===== src/design/fem_pkg.sv =====
// Shared constants, types and helper functions of the fisheye to equirect map.
`default_nettype none
package fem_pkg;

   localparam int MAX_DIM_DEF  = 4096;
   localparam int DIM_W        = 13;
   localparam int FOV_W        = 16;
   localparam int PIX_W        = 12;
   localparam int SRC_W        = 14;
   localparam int FRAC_W       = 16;
   localparam int FOV_FRAC_W   = 13;
   localparam int CSR_DATA_W   = 16;
   localparam int CSR_INDEX_W  = 2;

   localparam int RATIO_W      = PIX_W + FRAC_W;
   localparam int RAW_W        = RATIO_W + 3;
   localparam int ANG_W        = 21;
   localparam int UV_W         = 20;
   localparam int AT_W         = 22;
   localparam int CORDIC_STEPS = 16;
   localparam int STEP_IDX_W   = $clog2(CORDIC_STEPS);
   localparam int MOD_STEPS    = 12;

   localparam int PROD_W       = DIM_W + UV_W;
   localparam int RNUM_W       = PROD_W + FOV_FRAC_W;
   localparam int RSPLIT       = 23;
   localparam int PP_W         = (RNUM_W - RSPLIT + 1) + UV_W;
   localparam int SUM_W        = PP_W + RSPLIT + 1;
   localparam int FIN_W        = SUM_W - FRAC_W;

   localparam logic signed [ANG_W-1:0] ANG_PI      = ANG_W'(205887);
   localparam logic signed [ANG_W-1:0] ANG_HALF_PI = ANG_W'(102944);
   localparam logic signed [ANG_W-1:0] ANG_TWO_PI  = ANG_W'(411775);
   localparam logic signed [UV_W-1:0]  UV_GAIN     = UV_W'(39797);
   localparam logic signed [18:0]      PI_MUL      = 19'sd205887;
   localparam logic signed [RATIO_W:0] RATIO_HALF  = (RATIO_W + 1)'(32768);

   typedef enum logic [CSR_INDEX_W-1:0] {
      CSR_IMAGE_WIDTH  = 2'd0,
      CSR_IMAGE_HEIGHT = 2'd1,
      CSR_FOV          = 2'd2
   } csr_index_type;

   function automatic logic signed [ANG_W-1:0] atan_of(input logic [STEP_IDX_W-1:0] k);
      case (k)
         4'd0:    atan_of = ANG_W'(51472);
         4'd1:    atan_of = ANG_W'(30386);
         4'd2:    atan_of = ANG_W'(16055);
         4'd3:    atan_of = ANG_W'(8150);
         4'd4:    atan_of = ANG_W'(4091);
         4'd5:    atan_of = ANG_W'(2047);
         4'd6:    atan_of = ANG_W'(1024);
         4'd7:    atan_of = ANG_W'(512);
         4'd8:    atan_of = ANG_W'(256);
         4'd9:    atan_of = ANG_W'(128);
         4'd10:   atan_of = ANG_W'(64);
         4'd11:   atan_of = ANG_W'(32);
         4'd12:   atan_of = ANG_W'(16);
         4'd13:   atan_of = ANG_W'(8);
         4'd14:   atan_of = ANG_W'(4);
         default: atan_of = ANG_W'(2);
      endcase
   endfunction

   // Q16 to integer, truncated toward zero, saturated to the output range.
   function automatic logic signed [SRC_W-1:0] finish_coord(
      input logic signed [FIN_W-1:0] q);
      logic [FIN_W-1:0] mag;
      logic signed [FIN_W-FRAC_W:0] v;
      mag = q[FIN_W-1] ? FIN_W'(-q) : FIN_W'(q);
      v = $signed({1'b0, mag[FIN_W-1:FRAC_W]});
      if (q[FIN_W-1]) begin
         v = -v;
      end
      if (v > (FIN_W - FRAC_W + 1)'(8191)) begin
         finish_coord = SRC_W'(8191);
      end else if (v < -(FIN_W - FRAC_W + 1)'(8192)) begin
         finish_coord = -SRC_W'(8192);
      end else begin
         finish_coord = v[SRC_W-1:0];
      end
   endfunction

endpackage
`default_nettype wire


===== src/design/fem_sincos.sv =====
// Rotation CORDIC sine and cosine: wrap and fold stage, 16 micro-rotations, sign stage.
`default_nettype none
module fem_sincos
   import fem_pkg::*;
#(
   parameter int TAG_W = 1
) (
   input  logic                    clock,
   input  logic                    reset,
   input  logic                    adv,
   input  logic                    in_valid,
   input  logic signed [ANG_W-1:0] in_ang,
   input  logic [TAG_W-1:0]        in_tag,
   output logic                    out_valid,
   output logic signed [UV_W-1:0]  out_sin,
   output logic signed [UV_W-1:0]  out_cos,
   output logic [TAG_W-1:0]        out_tag
);

   logic [CORDIC_STEPS:0]   vld_ff;
   logic                    flip_ff [0:CORDIC_STEPS];
   logic [TAG_W-1:0]        tag_ff  [0:CORDIC_STEPS];
   logic signed [ANG_W-1:0] a_ff    [0:CORDIC_STEPS-1];
   logic signed [UV_W-1:0]  x_ff    [1:CORDIC_STEPS];
   logic signed [UV_W-1:0]  y_ff    [1:CORDIC_STEPS];
   logic                    out_vld_ff;
   logic signed [UV_W-1:0]  sin_ff;
   logic signed [UV_W-1:0]  cos_ff;
   logic [TAG_W-1:0]        out_tag_ff;

   logic signed [ANG_W-1:0] wrap_in;
   logic signed [ANG_W-1:0] fold_in;
   logic                    flip_in;

   always_comb begin
      wrap_in = in_ang;
      if (in_ang > ANG_PI) begin
         wrap_in = in_ang - ANG_TWO_PI;
      end else if (in_ang < -ANG_PI) begin
         wrap_in = in_ang + ANG_TWO_PI;
      end
      fold_in = wrap_in;
      flip_in = 1'b0;
      if (wrap_in > ANG_HALF_PI) begin
         fold_in = wrap_in - ANG_PI;
         flip_in = 1'b1;
      end else if (wrap_in < -ANG_HALF_PI) begin
         fold_in = wrap_in + ANG_PI;
         flip_in = 1'b1;
      end
   end

   always_ff @(posedge clock) begin
      if (reset) begin
         vld_ff[0] <= 1'b0;
      end else if (adv) begin
         vld_ff[0] <= in_valid;
      end
   end

   always_ff @(posedge clock) begin
      if (adv) begin
         a_ff[0]    <= fold_in;
         flip_ff[0] <= flip_in;
         tag_ff[0]  <= in_tag;
      end
   end

   for (genvar i = 1; i <= CORDIC_STEPS; i++) begin : g_step
      localparam int K = i - 1;
      logic signed [UV_W-1:0]  x_prev;
      logic signed [UV_W-1:0]  y_prev;
      logic signed [ANG_W-1:0] a_prev;

      if (i == 1) begin : g_seed
         assign x_prev = UV_GAIN;
         assign y_prev = '0;
      end else begin : g_chain
         assign x_prev = x_ff[i-1];
         assign y_prev = y_ff[i-1];
      end
      assign a_prev = a_ff[i-1];

      always_ff @(posedge clock) begin
         if (reset) begin
            vld_ff[i] <= 1'b0;
         end else if (adv) begin
            vld_ff[i] <= vld_ff[i-1];
         end
      end

      always_ff @(posedge clock) begin
         if (adv) begin
            if (a_prev >= 0) begin
               x_ff[i] <= x_prev - (y_prev >>> K);
               y_ff[i] <= y_prev + (x_prev >>> K);
            end else begin
               x_ff[i] <= x_prev + (y_prev >>> K);
               y_ff[i] <= y_prev - (x_prev >>> K);
            end
            flip_ff[i] <= flip_ff[i-1];
            tag_ff[i]  <= tag_ff[i-1];
         end
      end

      if (i < CORDIC_STEPS) begin : g_ang
         logic signed [ANG_W-1:0] step_ang;

         assign step_ang = atan_of(STEP_IDX_W'(K));

         always_ff @(posedge clock) begin
            if (adv) begin
               a_ff[i] <= (a_prev >= 0) ? a_prev - step_ang : a_prev + step_ang;
            end
         end
      end
   end

   always_ff @(posedge clock) begin
      if (reset) begin
         out_vld_ff <= 1'b0;
      end else if (adv) begin
         out_vld_ff <= vld_ff[CORDIC_STEPS];
      end
   end

   always_ff @(posedge clock) begin
      if (adv) begin
         sin_ff     <= flip_ff[CORDIC_STEPS] ? -y_ff[CORDIC_STEPS] : y_ff[CORDIC_STEPS];
         cos_ff     <= flip_ff[CORDIC_STEPS] ? -x_ff[CORDIC_STEPS] : x_ff[CORDIC_STEPS];
         out_tag_ff <= tag_ff[CORDIC_STEPS];
      end
   end

   assign out_valid = out_vld_ff;
   assign out_sin   = sin_ff;
   assign out_cos   = cos_ff;
   assign out_tag   = out_tag_ff;

endmodule
`default_nettype wire


===== config.mk =====
export PLATFORM = sky130hd
export DESIGN_NAME = fem_sincos
export DESIGN_NICKNAME = d
export VERILOG_FILES = /design/src/design/fem_pkg.sv /design/src/design/fem_sincos.sv
export SDC_FILE = /design/constraint.sdc
export NUM_CORES = 2
export LEC_CHECK = 0
export BUFFER_PORTS_ARGS = -buffer_cell sky130_fd_sc_hd__buf_2
export CORE_MARGIN = 4
export CORE_UTILIZATION = 46
export DETAILED_ROUTE_END_ITERATION = 7
export GPL_ROUTABILITY_DRIVEN = 0
export HOLD_SLACK_MARGIN = 0.08
export SYNTH_ARGS = -nofsm -noshare
export SYNTH_HDL_FRONTEND = slang
export SYNTH_SLANG_ARGS = --single-unit

===== constraint.sdc =====
create_clock -name clock -period 7 [get_ports clock]
set_input_delay 1.4 -clock clock [delete_from_list [all_inputs] [get_ports clock]]
set_output_delay 1.4 -clock clock [all_outputs]
set_load 0.02 [all_outputs]

# Word level (Yosys, flattened, before mapping)

Memory sizes are Yosys's and may differ from the RTL's. A register that Yosys moved wholly into a read port is not among the register bits.
Index checks and enable logic that the tools add are counted.

RAM bits: 1010
Latch bits: 0
Memories kept: 5
ROM bits: 0
Input port bits: 26
Output and inout bits: 42
Bits in registers: 58

Memories:

| memory  | depth | bits a word | read ports | clocked after memory_dff | wr ports | RTL line         | RTL |
|---|---|---|---|---|---|---|---|
| a_ff    | 16    | 21          | 16         | 0                        | 16       | fem_sincos.sv:23 | `logic signed [ANG_W-1:0] a_ff [0:CORDIC_STEPS-1];` |
| x_ff    | 16    | 20          | 16         | 0                        | 16       | fem_sincos.sv:24 | `logic signed [UV_W-1:0] x_ff [1:CORDIC_STEPS];` |
| y_ff    | 16    | 20          | 16         | 0                        | 16       | fem_sincos.sv:25 | `logic signed [UV_W-1:0] y_ff [1:CORDIC_STEPS];` |
| flip_ff | 17    | 1           | 17         | 0                        | 17       | fem_sincos.sv:21 | `logic flip_ff [0:CORDIC_STEPS];` |
| tag_ff  | 17    | 1           | 17         | 1                        | 17       | fem_sincos.sv:22 | `logic [TAG_W-1:0] tag_ff [0:CORDIC_STEPS];` |

Reductions and logical operators: 0
Multiplexer cells: 153
Equality and inequality tests: 0
Bitwise gates (word level): 32
Shift-type cells: 0
$lt $le $gt $ge: 20
Multiply operators: 0
Add/subtract/negate cells: 96
Divide/modulo/power cells: 0

Operator list:

| cell                                                  | count |
|---|---|
| 2-to-1 mux 20 bit                                     | 34 |
| 2-to-1 mux 21 bit                                     | 19 |
| >= comparator 21 x 1 -> 1 bit (second input constant) | 16 |
| 2-to-1 mux 1 bit                                      | 100 |
| adder 21 x 12 -> 21 bit (second input constant)       | 2 |
| subtractor 21 x 12 -> 21 bit (second input constant)  | 2 |
| adder 20 x 10 -> 20 bit                               | 2 |
| adder 20 x 11 -> 20 bit                               | 2 |
| adder 20 x 12 -> 20 bit                               | 2 |
| adder 20 x 13 -> 20 bit                               | 2 |
| adder 20 x 14 -> 20 bit                               | 2 |
| adder 20 x 15 -> 20 bit                               | 2 |
| adder 20 x 16 -> 20 bit                               | 2 |
| adder 20 x 17 -> 20 bit                               | 2 |
| adder 20 x 18 -> 20 bit                               | 2 |
| adder 20 x 19 -> 20 bit                               | 2 |
| adder 20 x 5 -> 20 bit                                | 2 |
| adder 20 x 6 -> 20 bit                                | 2 |
| adder 20 x 7 -> 20 bit                                | 2 |
| adder 20 x 8 -> 20 bit                                | 2 |
| adder 20 x 9 -> 20 bit                                | 2 |
| negation 20 bit                                       | 2 |
| subtractor 20 x 10 -> 20 bit                          | 2 |
| subtractor 20 x 11 -> 20 bit                          | 2 |
| 48 further kinds                                      | 92 |

# Depth between registers and ports, before layout

Depth after elaboration: 6
Mapped depth: 20
Depth with buffers taken out: 17

# Worst setup path before layout

OpenSTA, ideal clock, no wires.

Path type: input-to-reg
Start: input adv
End: register y_ff[0][139] (netlist name)
Cell stages on the path: 19
Required time: 6.744 ns
Setup slack: 1.000 ns
Arrival time: 5.744 ns
Cell sequence: clkbuf_1 -> clkbuf_1 -> clkbuf_1 -> clkbuf_1 -> buf_1 -> nand2_1 -> mux2i_1 -> ha_1 -> nor2b_1 -> o21ai_0 -> a21boi_0 -> o21ai_0 -> nand2_1 -> a31oi_1 -> o21ai_0 -> o41ai_1 -> o211ai_1 -> a2111o_1 -> o211a_1

RTL lines:

| element         | RTL line         | RTL |
|---|---|---|
| start, declared | fem_sincos.sv:10 | `input logic adv,` |

==> results by group <==
Min path
  – Worst Hold Launch: tag_ff[9]$_DFFE_PP_
  – Hold Crit Class: flip-flop to flip-flop

Worst setup path
  – Cell family with most CP delay: simple AND/OR/NAND/NOR gates
  – Crit start category: input port
  – Critical path startpoint: in_ang[11]
  – CP peak stage delay: 0.79 ns
  – Slowest-stage cell, CP: nor3_1
  – Worst Path Buf+Inv: 1
  – Capturing element type of the critical path: flip-flop
  – Arr. time, crit path: 5.71 ns
  – Worst Setup Path Type: input port to flip-flop
  – Crit-path max FO: 12
  – Crit path required time: 7.48 ns
  – Worst reg2reg startpoint: a_ff[0][83]$_DFFE_PP_
  – Critical-path cell list: buf_2, nand4bb_1, nor3_2, a21oi_1, nor3_1, a21oi_1, xnor2_1, nor3_1, o311a_1, a211oi_2, a21boi_0, xnor2_1

GRT
  – Gr ovfl total: 0
  – GRT Util Overall: 19.2%
  – Largest net degree at the start of global routing: 75
  – Antenna violations before repair: 0
  – First-pass GRT wire length: 260000 um
  – Vias in the first global route: 50400

Timing
  – Unrepaired setup endpoints after global routing: false
  – Tcrit/Tclk final: 74.8%
  – Min cycle time layout: 5.23 ns
  – Final WS setup: 1.77 ns
  – Setup TNS: 0 ns
  – Clk_skew: 0.0363 ns
  – Min Hold Slack: 0.412 ns
  – Slew Viols, Final: 0
  – Slew HR: 15.5%
  – Final setup violating endpoints: 0
  – Maximum clock frequency: 191 MHz
  – Worst Tran Pin Value: 1.25 ns
  – Final hold vios: 0

Detailed routing
  – Via density: 5.62
  – WL/cell: 17.0 um
  – Via Count: 52700
  – 1st-iter DRT viols: 3707
  – DRC Markers: 0
  – DRT Pass-1 Iters: 5
  – Post-detailed-route count of antenna-violating nets: 0
  – Total routed wirelength: 159000 um

Floorplan
  – Die Wd: 405 um
  – I/O pins: 68
  – Die Span Y: 405 um
  – Rows: 145
  – Core ar.: 0.157 mm2
  – Initial Utilization: 46.3%
  – Die Area: 0.164 mm2

Final layout
  – P&R area growth vs syn: 9.07%
  – Layout cells sized above 1: 4.97%
  – Finished Layout Cells: 9366
  – Final #Nets: 8115
  – # fillers: 14300

Logic synthesis
  – Synth Area in Compound Gates: 16.6%
  – Sequential area share after synthesis: 40.6%
  – Main combinational cell family by area after synthesis: compound AO/OA/AOI/OAI gates
  – Netlist Area Pre-Place: 0.0725 mm2
  – Warnings, synthesis: 0
  – #FFs+latches synth: 987
  – Synth unique cells: 87
  – Ys flop type: edfxtp_1
  – Synth Area in XOR/XNOR: 11.6%
  – Mapped Cells: 7108
  – Syn avg cell area: 10.2 um2
  – Adder-Cell Fraction of Synth Area: 15.5%
  – Ys async rst share: 0%
  – Post-Synth Simple-Gate Area: 12.2%
  – Mux contribution to synthesized area: 0.842%
  – Number of synthesized flops with an enable pin: 969

Clocking
  – Total CTS buffers: 114
  – Post-CTS setup buffers: 0
  – CTS resizes: 0
  – Clk sinks: 987
  – Clk_lat worst skew: 0.74 ns
  – Worst-path clk slew: 0.06 ns
  – Post-CTS Hold Buffers: 0
  – Root Buffer: clkbuf_16
  – CTS tree: done
  – Clock tree buffer depth: 3
  – H-tree lvl count: 3

Job
  – Max_cap viols: 0

Place
  – Dpl hpwl: 123000 um
  – Port Buf Inserts: 67
  – Setup WS pre-CTS: 1.03 ns
  – Placed cell count: 9159

Status
  – Status: finished clean
-- cell usage after synthesis, types with 91 or more instances --
library cell | n | share of area (%)
a211oi_1 | 108 | 1.1
a21o_1 | 177 | 1.8
a21oi_1 | 548 | 3.8
clkbuf_1 | 96 | 0.50
edfxtp_1 | 969 | 40
ha_1 | 828 | 14
inv_1 | 373 | 1.9
nand2_1 | 451 | 2.3
nand3_1 | 139 | 0.96
nor2_1 | 592 | 3.1
nor3_1 | 261 | 1.8
o21a_1 | 91 | 0.94
o21ai_0 | 344 | 2.4
o21bai_1 | 103 | 1.1
xnor2_1 | 665 | 8.0
xor2_1 | 292 | 3.5
-- registers in the layout, summed over array words and instances, names as in the netlist --
| signal | cells |
|---|---|
| vld_ff | 17 |
| out_valid | 1 |
| x_ff | 296 |
| out_tag | 1 |
| flip_ff | 17 |
| a_ff | 298 |
| y_ff | 300 |
| tag_ff | 17 |
| out_sin | 20 |
| out_cos | 20 |
-- final cells by class --
| type | instances | area [um2] | share of cell area, % |
|---|---|---|---|
| Multi-Input combinational cell | 5631 | 41200 | 52.1 |
| Antenna cell | 1 | 2.50 | 0.00316 |
| Timing Repair Buffer | 110 | 681 | 0.860 |
| Clock buffer | 135 | 2970 | 3.76 |
| Inverter | 373 | 1400 | 1.77 |
| Sequential cell | 987 | 29500 | 37.2 |
| Clock inverter | 71 | 816 | 1.03 |
| Tap cell | 2058 | 2570 | 3.25 |
-- metrics by stage --
step	util, %	instance area (um2)
global route	50.5	79100
global placement	48.1	75300
CTS	50.5	79100
detailed placement	48.1	75300
finish	50.5	79100
floorplan	-	72500
-- layer usage --
metal | up-vias | GRT usage, % | wire (um)
met3 | 225 | 2.06 | 5840
met1 | 24900 | 26.4 | 75100
met5 | - | 0 | 0
met2 | 924 | 32.3 | 74300
li1 | 26600 | - | -
met4 | 0 | 5.24 | 3900
-- final timing paths --
path | end | slack (ns) | depth (start not counted)
setup / recovery | a_ff[0][6]$_DFFE_PP_ | 1.77 | 12
hold / removal | tag_ff[10]$_DFFE_PP_ | 0.41 | 0
setup reg to reg | y_ff[0][99]$_DFFE_PP_ | 2.25 | 14
hold reg to reg | tag_ff[10]$_DFFE_PP_ | 0.41 | 0
-- cells in the final DEF (no fill, tap or decap), types with 24 or more instances in the layout --
| master | instances |
|---|---|
| a211oi_1 | 108 |
| a21o_1 | 177 |
| a21oi_1 | 548 |
| a31oi_1 | 54 |
| and2_1 | 52 |
| and3_1 | 67 |
| buf_2 | 66 |
| buf_4 | 42 |
| clkbuf_16 | 116 |
| edfxtp_1 | 969 |
| fa_1 | 44 |
| ha_1 | 828 |
| inv_1 | 373 |
| mux2i_1 | 52 |
| nand2_1 | 451 |
| nand2b_1 | 55 |
| nand3_1 | 139 |
| nor2_1 | 592 |
| nor2b_1 | 66 |
| nor3_1 | 261 |
| nor4_1 | 43 |
| o211ai_1 | 56 |
| o21a_1 | 91 |
| o21ai_0 | 344 |
| o21bai_1 | 103 |
| o31ai_1 | 64 |
| o41ai_1 | 46 |
| or3_1 | 72 |
| or4_1 | 24 |
| xnor2_1 | 665 |
| xor2_1 | 292 |
-- kinds of logic (layout without fill, tap and decap cells) --
group,Yosys count,count (layout)
buffers and inverters,491,689
muxes,60,60
xor gates and xnor gates,959,959
DFF,987,987
adders and majority gates,872,872
other,1,3
and+or+nand+nor,1897,1897
AOI/OAI and AO/OA,1841,1841
Power is not shown: default switching activity piles up to over one toggle a cycle in this logic, so the estimate is an artifact.
